--- src/design/tnrxneg_pkg.sv ---
package tnrxneg_pkg;

	typedef logic [7:0] byte_t;
	typedef logic [1:0] func_t;
	typedef logic [1:0] opt_state_t;
	typedef logic [2:0] parse_state_t;

	localparam byte_t IAC         = 8'd255;
	localparam byte_t CMD_WILL    = 8'd251;
	localparam byte_t CMD_WONT    = 8'd252;
	localparam byte_t CMD_DO      = 8'd253;
	localparam byte_t CMD_DONT    = 8'd254;
	localparam byte_t OPTION_SGA  = 8'd3;
	localparam byte_t OPTION_ECHO = 8'd1;
	localparam byte_t CHCRT       = 8'd13;
	localparam byte_t CHNUL       = 8'd0;
	localparam byte_t CHLFD       = 8'd10;

	localparam func_t FUNC_RX_BYTE = 2'd0;
	localparam func_t FUNC_ECHO    = 2'd1;
	localparam func_t FUNC_SGA     = 2'd2;

	localparam parse_state_t PS_NORMAL = 3'd0;
	localparam parse_state_t PS_CR     = 3'd1;
	localparam parse_state_t PS_IAC    = 3'd2;
	localparam parse_state_t PS_WILL   = 3'd3;
	localparam parse_state_t PS_WONT   = 3'd4;
	localparam parse_state_t PS_DO     = 3'd5;
	localparam parse_state_t PS_DONT   = 3'd6;

	localparam opt_state_t OS_DISABLED = 2'd0;
	localparam opt_state_t OS_ENABLED  = 2'd1;
	localparam opt_state_t OS_WAITING  = 2'd2;

	localparam logic KIND_DATA = 1'b0;
	localparam logic KIND_CMD  = 1'b1;

	// Result queue depth; one request makes at most two results.
	localparam int QUEUE_DEPTH = 4;

	typedef struct packed {
		logic  kind;
		byte_t value;
		byte_t option;
		logic  last;
	} result_t;

endpackage

--- src/design/telnet_receive_negotiator.sv ---
// Receive side of one TELNET line. Each request is a byte received from the peer
// (func 0), a local set-echo request (func 1) or a local suppress-go-ahead negotiation
// (func 2). Results come out in order on the output channel: kind 0 is a data byte for
// the host, kind 1 stands for the three-byte command IAC value option to be sent to the
// peer, and last marks the final result of a request. One request is taken every clock
// cycle while ready is high; the parse and option states are updated in the cycle the
// request is accepted and its results are written straight into a four-entry result
// queue, so they can be taken from the next cycle on. A request makes zero, one or two
// results, and the output side moves one result per cycle while out_ready is high.
// Ready is low while fewer than two queue entries are free.
module telnet_receive_negotiator (
	input  logic                clk,
	input  logic                arst_n,
	input  logic                in_valid,
	output logic                in_ready,
	input  tnrxneg_pkg::func_t  func,
	input  tnrxneg_pkg::byte_t  byte_in,
	input  logic                echo_on,
	output logic                out_valid,
	input  logic                out_ready,
	output logic                kind,
	output tnrxneg_pkg::byte_t  value,
	output tnrxneg_pkg::byte_t  option,
	output logic                last
);
	import tnrxneg_pkg::*;

	localparam int PTR_W = $clog2(QUEUE_DEPTH);
	localparam int CNT_W = $clog2(QUEUE_DEPTH + 1);

	parse_state_t parse_q, parse_d;
	opt_state_t   echo_q, echo_d;
	opt_state_t   lsga_q, lsga_d;
	opt_state_t   rsga_q, rsga_d;

	result_t      queue_q [QUEUE_DEPTH];
	logic [PTR_W-1:0] wr_ptr_q, rd_ptr_q;
	logic [CNT_W-1:0] count_q;

	logic         push0, push1;
	result_t      res0, res1;
	logic         in_fire, out_fire;

	// Reply slots; the last flag is set once the count is known.
	logic         cmd0_v, cmd1_v;
	byte_t        cmd0_code, cmd0_opt, cmd1_code, cmd1_opt;
	logic         data_v;
	byte_t        data_byte;
	parse_state_t ps_eff;

	assign in_ready  = (count_q <= CNT_W'(QUEUE_DEPTH - 2));
	assign in_fire   = in_valid & in_ready;
	assign out_valid = (count_q != '0);
	assign out_fire  = out_valid & out_ready;

	assign kind   = queue_q[rd_ptr_q].kind;
	assign value  = queue_q[rd_ptr_q].value;
	assign option = queue_q[rd_ptr_q].option;
	assign last   = queue_q[rd_ptr_q].last;

	always_comb begin
		parse_d   = parse_q;
		echo_d    = echo_q;
		lsga_d    = lsga_q;
		rsga_d    = rsga_q;
		cmd0_v    = 1'b0;
		cmd1_v    = 1'b0;
		cmd0_code = '0;
		cmd0_opt  = '0;
		cmd1_code = '0;
		cmd1_opt  = '0;
		data_v    = 1'b0;
		data_byte = byte_in;
		ps_eff    = (parse_q == 3'd7) ? PS_NORMAL : parse_q;

		case (func)
			FUNC_RX_BYTE: begin
				parse_d = PS_NORMAL;
				case (ps_eff)
					PS_NORMAL: begin
						if (byte_in == IAC) begin
							parse_d = PS_IAC;
						end else begin
							data_v = (byte_in != CHNUL);
							if (byte_in == CHCRT) begin
								parse_d = PS_CR;
							end
						end
					end
					PS_CR: begin
						data_v = (byte_in != CHNUL) && (byte_in != CHLFD);
					end
					PS_IAC: begin
						case (byte_in)
							CMD_WILL: parse_d = PS_WILL;
							CMD_WONT: parse_d = PS_WONT;
							CMD_DO:   parse_d = PS_DO;
							CMD_DONT: parse_d = PS_DONT;
							IAC:      data_v  = 1'b1;
							default:  parse_d = PS_NORMAL;
						endcase
					end
					PS_WILL: begin
						if (byte_in == OPTION_SGA) begin
							cmd0_v    = (rsga_q != OS_WAITING);
							cmd0_code = CMD_DO;
							cmd0_opt  = OPTION_SGA;
							rsga_d    = OS_ENABLED;
						end else begin
							cmd0_v    = 1'b1;
							cmd0_code = CMD_DONT;
							cmd0_opt  = byte_in;
						end
					end
					PS_WONT: begin
						parse_d = PS_NORMAL;
					end
					PS_DO: begin
						if (byte_in == OPTION_SGA) begin
							cmd0_v    = (lsga_q != OS_WAITING);
							cmd0_code = CMD_WILL;
							cmd0_opt  = OPTION_SGA;
							lsga_d    = OS_ENABLED;
						end else if (byte_in == OPTION_ECHO) begin
							cmd0_opt = OPTION_ECHO;
							case (echo_q)
								OS_WAITING: echo_d = OS_DISABLED;
								OS_ENABLED: begin
									cmd0_v    = 1'b1;
									cmd0_code = CMD_WONT;
								end
								OS_DISABLED: begin
									cmd0_v    = 1'b1;
									cmd0_code = CMD_WILL;
								end
								default: cmd0_v = 1'b0;
							endcase
						end else begin
							cmd0_v    = 1'b1;
							cmd0_code = CMD_WONT;
							cmd0_opt  = byte_in;
						end
					end
					default: begin
						if (byte_in == OPTION_ECHO) begin
							echo_d = OS_ENABLED;
						end
					end
				endcase
			end
			FUNC_ECHO: begin
				cmd0_opt = OPTION_ECHO;
				if (echo_q != OS_WAITING) begin
					if (echo_on) begin
						if (echo_q != OS_ENABLED) begin
							cmd0_v    = 1'b1;
							cmd0_code = CMD_WONT;
							echo_d    = OS_WAITING;
						end
					end else begin
						if (echo_q != OS_DISABLED) begin
							cmd0_v    = 1'b1;
							cmd0_code = CMD_WILL;
							echo_d    = OS_WAITING;
						end
					end
				end
			end
			FUNC_SGA: begin
				cmd0_code = CMD_WILL;
				cmd0_opt  = OPTION_SGA;
				cmd1_code = CMD_DO;
				cmd1_opt  = OPTION_SGA;
				if (lsga_q != OS_ENABLED) begin
					cmd0_v = 1'b1;
					lsga_d = OS_WAITING;
				end
				if (rsga_q != OS_ENABLED) begin
					cmd1_v = 1'b1;
					rsga_d = OS_WAITING;
				end
			end
			default: begin
				parse_d = parse_q;
			end
		endcase
	end

	// Pack the replies into the first free result slots.
	always_comb begin
		res0  = '0;
		res1  = '0;
		push0 = 1'b0;
		push1 = 1'b0;
		if (data_v) begin
			push0       = 1'b1;
			res0.kind   = KIND_DATA;
			res0.value  = data_byte;
			res0.option = '0;
			res0.last   = 1'b1;
		end else if (cmd0_v) begin
			push0       = 1'b1;
			res0.kind   = KIND_CMD;
			res0.value  = cmd0_code;
			res0.option = cmd0_opt;
			res0.last   = !cmd1_v;
			if (cmd1_v) begin
				push1       = 1'b1;
				res1.kind   = KIND_CMD;
				res1.value  = cmd1_code;
				res1.option = cmd1_opt;
				res1.last   = 1'b1;
			end
		end else if (cmd1_v) begin
			push0       = 1'b1;
			res0.kind   = KIND_CMD;
			res0.value  = cmd1_code;
			res0.option = cmd1_opt;
			res0.last   = 1'b1;
		end
	end

	always_ff @(posedge clk or negedge arst_n) begin
		if (!arst_n) begin
			parse_q <= PS_NORMAL;
			echo_q  <= OS_ENABLED;
			lsga_q  <= OS_DISABLED;
			rsga_q  <= OS_DISABLED;
		end else if (in_fire) begin
			parse_q <= parse_d;
			echo_q  <= echo_d;
			lsga_q  <= lsga_d;
			rsga_q  <= rsga_d;
		end
	end

	always_ff @(posedge clk or negedge arst_n) begin
		if (!arst_n) begin
			wr_ptr_q <= '0;
			rd_ptr_q <= '0;
			count_q  <= '0;
		end else begin
			wr_ptr_q <= wr_ptr_q + PTR_W'(in_fire & push0) + PTR_W'(in_fire & push1);
			rd_ptr_q <= rd_ptr_q + PTR_W'(out_fire);
			count_q  <= count_q + CNT_W'(in_fire & push0) + CNT_W'(in_fire & push1)
				- CNT_W'(out_fire);
		end
	end

	always_ff @(posedge clk) begin
		if (in_fire && push0) begin
			queue_q[wr_ptr_q] <= res0;
		end
		if (in_fire && push1) begin
			queue_q[wr_ptr_q + PTR_W'(1)] <= res1;
		end
	end

endmodule

--- config.mk ---
export PLATFORM = sky130hd
export DESIGN_NAME = telnet_receive_negotiator
export DESIGN_NICKNAME = d
export VERILOG_FILES = /design/src/design/tnrxneg_pkg.sv /design/src/design/telnet_receive_negotiator.sv
export SDC_FILE = /design/constraint.sdc
export NUM_CORES = 1
export LEC_CHECK = 0
export ABC_AREA = 1
export ABC_CLOCK_PERIOD_IN_PS = 6700
export BUFFER_PORTS_ARGS = -buffer_cell sky130_fd_sc_hd__buf_2
export CAP_MARGIN = 25
export CORE_UTILIZATION = 50
export CTS_BUF_LIST = sky130_fd_sc_hd__clkbuf_4 sky130_fd_sc_hd__clkbuf_8
export DETAILED_ROUTE_END_ITERATION = 8
export PLACE_DENSITY = 0.8
export RECOVER_POWER = 25
export SKIP_LAST_GASP = 1
export SYNTH_ARGS = -nofsm -noshare
export SYNTH_HDL_FRONTEND = slang
export SYNTH_SLANG_ARGS = --single-unit
--- constraint.sdc ---
create_clock -name clk -period 6.7 [get_ports clk]
set_input_delay 0.67 -clock clk [delete_from_list [all_inputs] [get_ports clk]]
set_output_delay 0.67 -clock clk [all_outputs]
set_load 0.02 [all_outputs]
==> results of run 1 <==
## final cells by class
type | count | area [sq um] | share of cell area [%]
inverters | 50 | 189 | 3.62
repair buffers | 35 | 173 | 3.30
flip-flops and latches | 88 | 2280 | 43.7
clock buffers | 9 | 124 | 2.37
clock inverters | 7 | 80.1 | 1.53
multi-input cells | 427 | 2210 | 42.4
well taps | 129 | 161 | 3.09
## kinds of logic (layout without fill, tap and decap cells)
logic type                 count (synthesis)  after routing  share of synthesized area [%]
and+or+nand+nor                          292            292                           28.9
AOI/OAI and AO/OA                        119            119                           13.9
DFF                                       88             88                           46.7
buffers and inverters                     69            101                           6.19
adders and majority gates                 13             13                           3.79
xor gates and xnor gates                   3              3                          0.538
## state kept, by name, summed over array words and instances (netlist names)
signal / cells
queue_q: 72
echo_q: 2
rd_ptr_q: 2
count_q: 3
parse_q: 3
rsga_q: 2
wr_ptr_q: 2
lsga_q: 2
## stage by stage
stage	area, sq um	hold WS, ns
after floorplan	4890	0.374
after global placement	5120	0.449
after detailed placement	5120	0.457
after CTS	5320	0.206
after global routing	5230	0.478
final	5230	0.380
## power by group through the flow
stage / combinational [uW] / clock, uW / sequential (uW)
after detailed placement: 887 / 0 / 740
after floorplan: 659 / 0 / 707
after CTS: 891 / 385 / 729
after global placement: 860 / 0 / 738
after global routing: 959 / 409 / 741
final: 872 / 385 / 730
## routing by layer
layer | part of all wire [%] | vias to the layer above | wire, um | GRT usage, %
li1 | - | 2027 | - | -
met1 | 39 | 1972 | 4750 | 32.1
met2 | 47 | 210 | 5740 | 40.7
met3 | 9.6 | 33 | 1170 | 5.83
met4 | 4.1 | 0 | 501 | 14.0
met5 | 0 | - | 0 | 0
## layout by cell type, fill, tap and decap left out, types with 3 or more instances in the layout
cell,instances
nand2_2,6
dfxtp_1,28
fa_1,3
nor2_1,67
buf_2,30
ha_1,10
clkinv_1,3
clkinv_4,3
o22ai_1,20
nor3_1,7
inv_1,40
o21ai_0,72
clkbuf_1,4
nor2_4,4
nand3_1,53
clkbuf_8,9
dfrtp_1,15
nand2_4,5
nor4_1,3
edfxtp_1,44
nand4_1,6
inv_2,7
a21oi_1,7
o21ai_2,11
nand2_1,134
## final timing paths
path	startpoint	end	cells after the start
setup / recovery	byte_in[7]	count_q[2]	17
hold / removal	arst_n	echo_q[1]	1
setup reg to reg	echo_q[0]	count_q[2]	15
hold reg to reg	queue_q[2][3]	queue_q[2][3]	2
max in group asynchronous	arst_n	rd_ptr_q[1]	1
min in group clk	queue_q[2][3]	queue_q[2][3]	2
==> out/results.ini, run 1 <==
[outcome]
outcome=finished, final reports clean

[placed_design]
placedCellCount=729
gp_congestion=0.920
post-dp-hpwl_um=8810
place.port_buffers=34
post-place-ws_ns=3.17

[pwr]
power_uw=1990
seqPwrFrac_pct=36.7
p_leak_uw=0.00234
clkPwrFrac_pct=19.4
netSwitchingPower_uw=895
pwr_density_cell_mw_per_mm2=380
peakVddDrop_mv=0.159
p_int_uw=1090
switching_share_pct=45.0
pwr-share-comb_pct=43.9

[cells_and_area]
syn_to_final_growth_pct=6.89
finalNetCount=639
drive_above_1_share_pct=14.3
post-route-util_pct=55.8
nFillCells=875
antennaDiodeCount=0
fin_cells=745

[critical_path]
critPathMaxFanout=9
worstSetupStartpointType=input pin
cp_data_arrival_time_ns=4.28
slowest_stage=fa_1
crit_buf_inv=4
critical_path.most_common_cell=nand2_1
cp-end-kind=flop
crit_family=adder cells
path_cells=buf_2 > nor2_1 > nand2_1 > inv_1 > nand2_1 > o21ai_0 > nand2_1 > nand2_1 > nand2_1 > nand2_1 > inv_1 > ha_1 > nand3_1 > clkinvlp_2 > fa_1 > fa_1 > xnor2_1
required_ns=6.96
cpPeakStageDelay_ns=0.64
rrSetupSlack_ns=2.92
critPathKind=input pin to flop

[clock_tree]
worst_skew_pair.late_latency_ns=0.38
clk_pin_slew_ns=0.10
clock_path_buffers=2
cts-buffers-inserted=9
cts_resized=0
htree_num_levels=3
cts_tree=built
cts.sinks=88
postCtsSetupRepairBufs=0
cts_root_buf=clkbuf_8
cts_hold_buf=0

[yosys]
yosysTopAreaCellShare_pct=27.0
ys_ff_latch=88
synthFlopType=edfxtp_1
ys_types=42
async_reset_ff_share_pct=18.2
synth_area_leaders=edfxtp_1 (27%), dfxtp_1 (11%), nand2_1 (9.9%), dfrtp_1 (7.7%), o21ai_0 (7.3%)
syn-num-nets=612
synth_edf_count=44
netlist_area_sq_mm=0.00489
syn_inst=584
yosys_warnings=0
ys_seq_area_share_pct=46.7
synth.most_common_cell=nand2_1
synthTopCellsByCount=nand2_1 (129), o21ai_0 (71), nor2_1 (67)
synth.avg_cell_area_sq_um=8.37
synth_area_leader_cell=edfxtp_1

[timing]
final.setup.worst_slack_ns=2.68
rsz0062_at_grt=no
min_period_over_period_pct=60.0
finalHoldViolCount=0
slew_violations=0
setup_viol=0
tns_ns=0
clock-skew-final_ns=0.0158
relSlewSlack_pct=35.6
max_freq_ghz=0.249
period_minus_slack_ns=4.02
tightest_slew_ns=0.960

[route]
via_per_inst=5.69
dr.pass1.iters=5
vias=4242
drc=0
wl_per_cell_um=16.3
ant_nets=0
drt_first_iter_violations=311
wl_um=12200

[global_routing]
grt_pass1_vias=4090
antenna_found_initial=0
grt_pass1_wl_um=19700
grt_max_degree=38
overflow=0
track_usage_pct=25.5

[floorplan]
fp.dieW_um=101
num_rows=35
die-area_sq_mm=0.0102
initial_core_util_pct=52.2
fp.dieH_um=101
core_sq_mm=0.00937
io_pins=35

[hold_path]
hold_class=input pin to asynchronous set/reset pin

[run]
drv_cap=0

Note: power is estimated with default switching activity, not from simulation.
==> inputs of run 2 (changes only) <==
ABC_CLOCK_PERIOD_IN_PS = 3500   (was 6700)
PLACE_DENSITY = 0.83   (was 0.8)
clock period = 3.5 ns   (was 6.7 ns; I/O delays follow)
==> run 2 against run 1 <==
  * Register-to-register slack got worse by 2.6 ns
  * Global-route usage fell by 0.31 points
  * Critical path depth fell by 2
  * Cell area rose by 2.4%
  * Setup slack got worse by 2.3 ns
  * Combinational power rose by 92%
  * Core utilization rose by 1.3 points
  * Hold slack improved by 0.024 ns
  * Flip-flop and latch count did not move
  * Final cell count rose by 0.81%
  * Sequential share of layout area fell by 1.0 points
  * Largest cell class is now multi-input gates
  * Largest power group unchanged
==> out/results.ini, run 2 (synthesis gave the netlist of run 1 again) <==
[outcome]
outcome=finished, final reports clean

[pwr]
seqPwrFrac_pct=36.8
p_int_uw=2090
pwr-share-comb_pct=44.1
pwr_density_cell_mw_per_mm2=708
switching_share_pct=44.8
p_leak_uw=0.00241
netSwitchingPower_uw=1700
peakVddDrop_mv=0.354
clkPwrFrac_pct=19.1

[timing]
tns_ns=0
tightest_slew_ns=0.891
finalHoldViolCount=0
min_period_over_period_pct=89.9
final.setup.worst_slack_ns=0.354
relSlewSlack_pct=40.6
clock-skew-final_ns=0.00767
slew_violations=0
setup_viol=0
max_freq_ghz=0.318
period_minus_slack_ns=3.15
rsz0062_at_grt=no

[cells_and_area]
reg_top3=queue_q (72), count_q (3), parse_q (3)
drive_above_1_share_pct=15.6
finalNetCount=645
syn_to_final_growth_pct=9.44
top_register=queue_q
final_common_cell=nand2_1
antennaDiodeCount=0
largest_register_ffs=72
layout_common_cells=nand2_1 (129), o21ai_0 (71), nor2_1 (67)
post-route-util_pct=57.1

[critical_path]
worst-r2r-cell-count=15
critPathMaxFanout=16
critPathKind=flop to flop
required_ns=3.63
worstSetupStartpointType=flop
cp_data_arrival_time_ns=3.27
cp-end-kind=flop

[clock_tree]
cts-buffers-inserted=9
postCtsSetupRepairBufs=0
htree_num_levels=3
worst_skew_pair.late_latency_ns=0.36
cts_tree=built
cts_root_buf=clkbuf_8
clk_pin_slew_ns=0.09
clock_path_buffers=2
cts.sinks=88

[hold_path]
holdPathStages=5
hold_class=input pin to flop

[run]
drv_cap=0

[floorplan]
io_pins=35
fp.dieH_um=101
initial_core_util_pct=52.2
core_sq_mm=0.00937
fp.dieW_um=101
num_rows=35
die-area_sq_mm=0.0102

[global_routing]
grt_pass1_vias=3953
overflow=0
antenna_found_initial=0
grt_pass1_wl_um=19600
track_usage_pct=25.2
grt_max_degree=38

[placed_design]
gp_congestion=0.943
post-dp-hpwl_um=8240
post-place-ws_ns=0.383
place.port_buffers=34

[route]
vias=4197
ant_nets=0
drc=0
via_per_inst=5.59
wl_um=11800
dr.pass1.iters=5
wl_per_cell_um=15.7
drt_first_iter_violations=312

run 2: stage by stage:
step / hold WS (ns) / total power [uW] / instances / area (sq um)
floorplan: 0.0544 / 2610 / 584 / 4890
global placement: 0.282 / 3040 / 734 / 5150
detailed placement: 0.284 / 3090 / 734 / 5150
CTS: 0.397 / 3810 / 751 / 5370
global route: 0.422 / 4050 / 751 / 5350
finish: 0.405 / 3790 / 751 / 5350
run 2: layout make-up:
cell class,count,area [sq um]
Fill cell,845,4020
Multi-Input combinational cell,427,2300
Sequential cell,88,2280
Timing Repair Buffer,41,209
Inverter,50,193
Tap cell,129,161
Clock buffer,9,124
Clock inverter,7,77.6
run 2: critical path, cell delays in order (launching register included):
cell,delay [ns]
dfstp_2,0.58
nand2_1,0.09
nand2_1,0.06
nor2_1,0.04
a21oi_1,0.16
nor2_1,0.07
nor2_1,0.11
nand2_2,0.11
nand2_4,0.15
ha_1,0.21
nand2_4,0.07
nand3_2,0.08
clkbuf_1,0.67
inv_2,0.28
nand2_1,0.15
nand2_1,0.06
run 2: metal layers:
metal	up-vias	global-route usage [%]	part of all wire [%]
li1	2032	-	-
met3	20	4.85	7.6
met2	172	43.7	49
met4	0	8.70	1.5
met1	1973	31.4	42
met5	-	0	0
run 2: final timing paths:
path,from,to,slack (ns)
max,echo_q[0],queue_q[2][1],0.35
min,byte_in[5],queue_q[1][6],0.40
max reg2reg,echo_q[0],queue_q[2][1],0.35
min reg2reg,queue_q[2][3],queue_q[2][3],0.47
max in group asynchronous,arst_n,rd_ptr_q[1],2.36
min in group asynchronous,arst_n,parse_q[1],0.60
run 2: repair_timing:
action	4_1_cts	5_1_grt
hold buffers	1	0
gates resized for setup	0	0
endpoints found under the hold margin	15	0
run 2: power groups by stage:
stage / Sequential [uW] / Combinational (uW) / Clock (uW)
2_1_floorplan: 1350 / 1260 / 0
3_3_place_gp: 1410 / 1630 / 0
4_1_cts: 1390 / 1690 / 726
3_5_place_dp: 1410 / 1680 / 0
6_report: 1390 / 1670 / 724
5_1_grt: 1420 / 1860 / 777
==> inputs of run 3 (changes only) <==
CELL_PAD_IN_SITES_DETAIL_PLACEMENT = 0   (was default)
CELL_PAD_IN_SITES_GLOBAL_PLACEMENT = 1   (was default)
CORE_UTILIZATION = 43   (was 50)
GPL_TIMING_DRIVEN = 0   (was default)
PLACE_DENSITY = 0.91   (was 0.83)
SKIP_LAST_GASP = default   (was 1)
==> run 3 against run 2 <==
  * Global-route usage down 2.0 points
  * Critical path type unchanged
  * Register-to-register slack got worse by 0.02 ns
  * Maximum frequency is 0.60% lower
  * Non-clock buffer count is 13 higher
  * Clock skew shrank 0.00099 ns
  * Highest routed layer unchanged
  * Final cell count increased by 3.2%
  * Largest cell class unchanged
==> out/results.ini, run 3 (synthesis gave the netlist of run 1 again) <==
[floorplan]
initial_core_util_pct=44.7
fp.dieH_um=109
core_sq_mm=0.0109
num_rows=38
fp.dieW_um=109
die-area_sq_mm=0.0118
io_pins=35

[placed_design]
post-place-ws_ns=0.220
placedCellCount=758
post-dp-hpwl_um=9170
gp_congestion=0.912
place.port_buffers=34

[critical_path]
reg2reg_to=count_q[2]
cp_data_arrival_time_ns=3.42
worst-r2r-cell-count=16
required_ns=3.76
startpoint=parse_q[1]
cp-end-kind=flop
rrSetupSlack_ns=0.34
worstSetupStartpointType=flop
critPathKind=flop to flop
r2r_start=parse_q[1]
cp-endpoint=count_q[2]
critPathMaxFanout=7

[clock_tree]
cts_tree=built
worst_skew_pair.late_latency_ns=0.37
cts.sinks=88
clk_pin_slew_ns=0.09
cts_root_buf=clkbuf_8
cts_resized=0
clock_path_buffers=2
htree_num_levels=3
cts-buffers-inserted=9

[cells_and_area]
reg_top3=queue_q (72), count_q (3), parse_q (3)
finalNetCount=658
nFillCells=1065
layout_common_cells=nand2_1 (129), o21ai_0 (71), nor2_1 (69)
largest_register_ffs=72
syn_to_final_growth_pct=11.8
fin_cells=775
antennaDiodeCount=0
top_register=queue_q
drive_above_1_share_pct=15.6
final_common_cell=nand2_1

[timing]
tightest_slew_ns=0.838
period_minus_slack_ns=3.16
slew_violations=0
final.setup.worst_slack_ns=0.336
rsz0062_at_grt=no
finalHoldViolCount=0
min_period_over_period_pct=90.4
clock-skew-final_ns=0.00668
hold_ws_ns=0.396
relSlewSlack_pct=44.1
setup_viol=0
tns_ns=0
max_freq_ghz=0.316

[global_routing]
grt_busiest_layer=met2
grt_util_met2_pct=37.8
grt_pass1_vias=4032
overflow=0
use_met3_pct=4.48
grt_pass1_wl_um=20300
grt_max_degree=17
grtUsageMet1_pct=29.9
antenna_found_initial=0
track_usage_pct=23.2

[pwr]
pwr_density_cell_mw_per_mm2=732
power_uw=4000
p_leak_uw=0.00248
peakVddDrop_mv=0.343

[route]
dr.pass1.iters=5
vias=4199
wl_per_cell_um=16.4
via_per_inst=5.42
drc=0
drt_first_iter_violations=312
ant_nets=0
wl_um=12700

[run]
drv_cap=0

[outcome]
outcome=finished, final reports clean

[hold_path]
hold_class=input pin to flop

[run 3: critical path: stages, from the launching register on]
cell and delay (ns):
dfrtp_1 0.41, inv_1 0.11, nand2_1 0.08, nor2_1 0.27
nand3_1 0.14, nand2_1 0.07, nand2_1 0.05, nand2_2 0.12
nand2_4 0.12, ha_1 0.25, nand2_4 0.09, nand2_4 0.08
ha_1 0.29, inv_1 0.05, fa_1 0.39, fa_1 0.39
xnor2_1 0.13
[run 3: timing repair]
action / 4_1_cts / 5_1_grt
buffers inserted: 0 / 0
hold buffers: 1 / 0
hold endpoints to repair: 15 / 0
[run 3: routing by layer]
| metal | wire, um | part of all wire (%) | vias up |
|---|---|---|---|
| met5 | 0 | 0 | - |
| met4 | 256 | 2.0 | 0 |
| met3 | 861 | 6.8 | 19 |
| met2 | 6030 | 47 | 136 |
| met1 | 5600 | 44 | 1972 |
| li1 | - | - | 2072 |
[run 3: cell type report]
class	count	area [sq um]	share of cell area [%]
Sequential cell	88	2280	41.8
Timing Repair Buffer	35	175	3.21
Tap cell	140	175	3.21
Buffer	19	105	1.92
Clock inverter	6	108	1.97
Inverter	50	193	3.53
Multi-Input combinational cell	427	2290	41.9
Clock buffer	10	138	2.52
[run 3: per-stage QoR]
stage	area (sq um)	util, %
after detailed placement	5230	47.9
after global routing	5460	50.0
after CTS	5490	50.2
final	5460	50.0
after floorplan	4890	-
after global placement	5230	47.9
[run 3: how the worst min path moves through the flow]
| stage | start | end | cells past startpoint |
|---|---|---|---|
| floorplan | arst_n | count_q[0] | 0 |
| global placement | arst_n | parse_q[2] | 1 |
| detailed placement | arst_n | parse_q[2] | 1 |
| CTS | in_valid | rsga_q[1] | 4 |
| global route | byte_in[6] | queue_q[0][7] | 5 |
| finish | in_valid | rsga_q[1] | 4 |
[run 3: power breakdown]
group	leakage, uW	total (uW)	internal, uW	switching, uW
Clock	0.000128	866	491	375
Combinational	0.00153	1770	529	1240
Sequential	0.000825	1360	1250	105
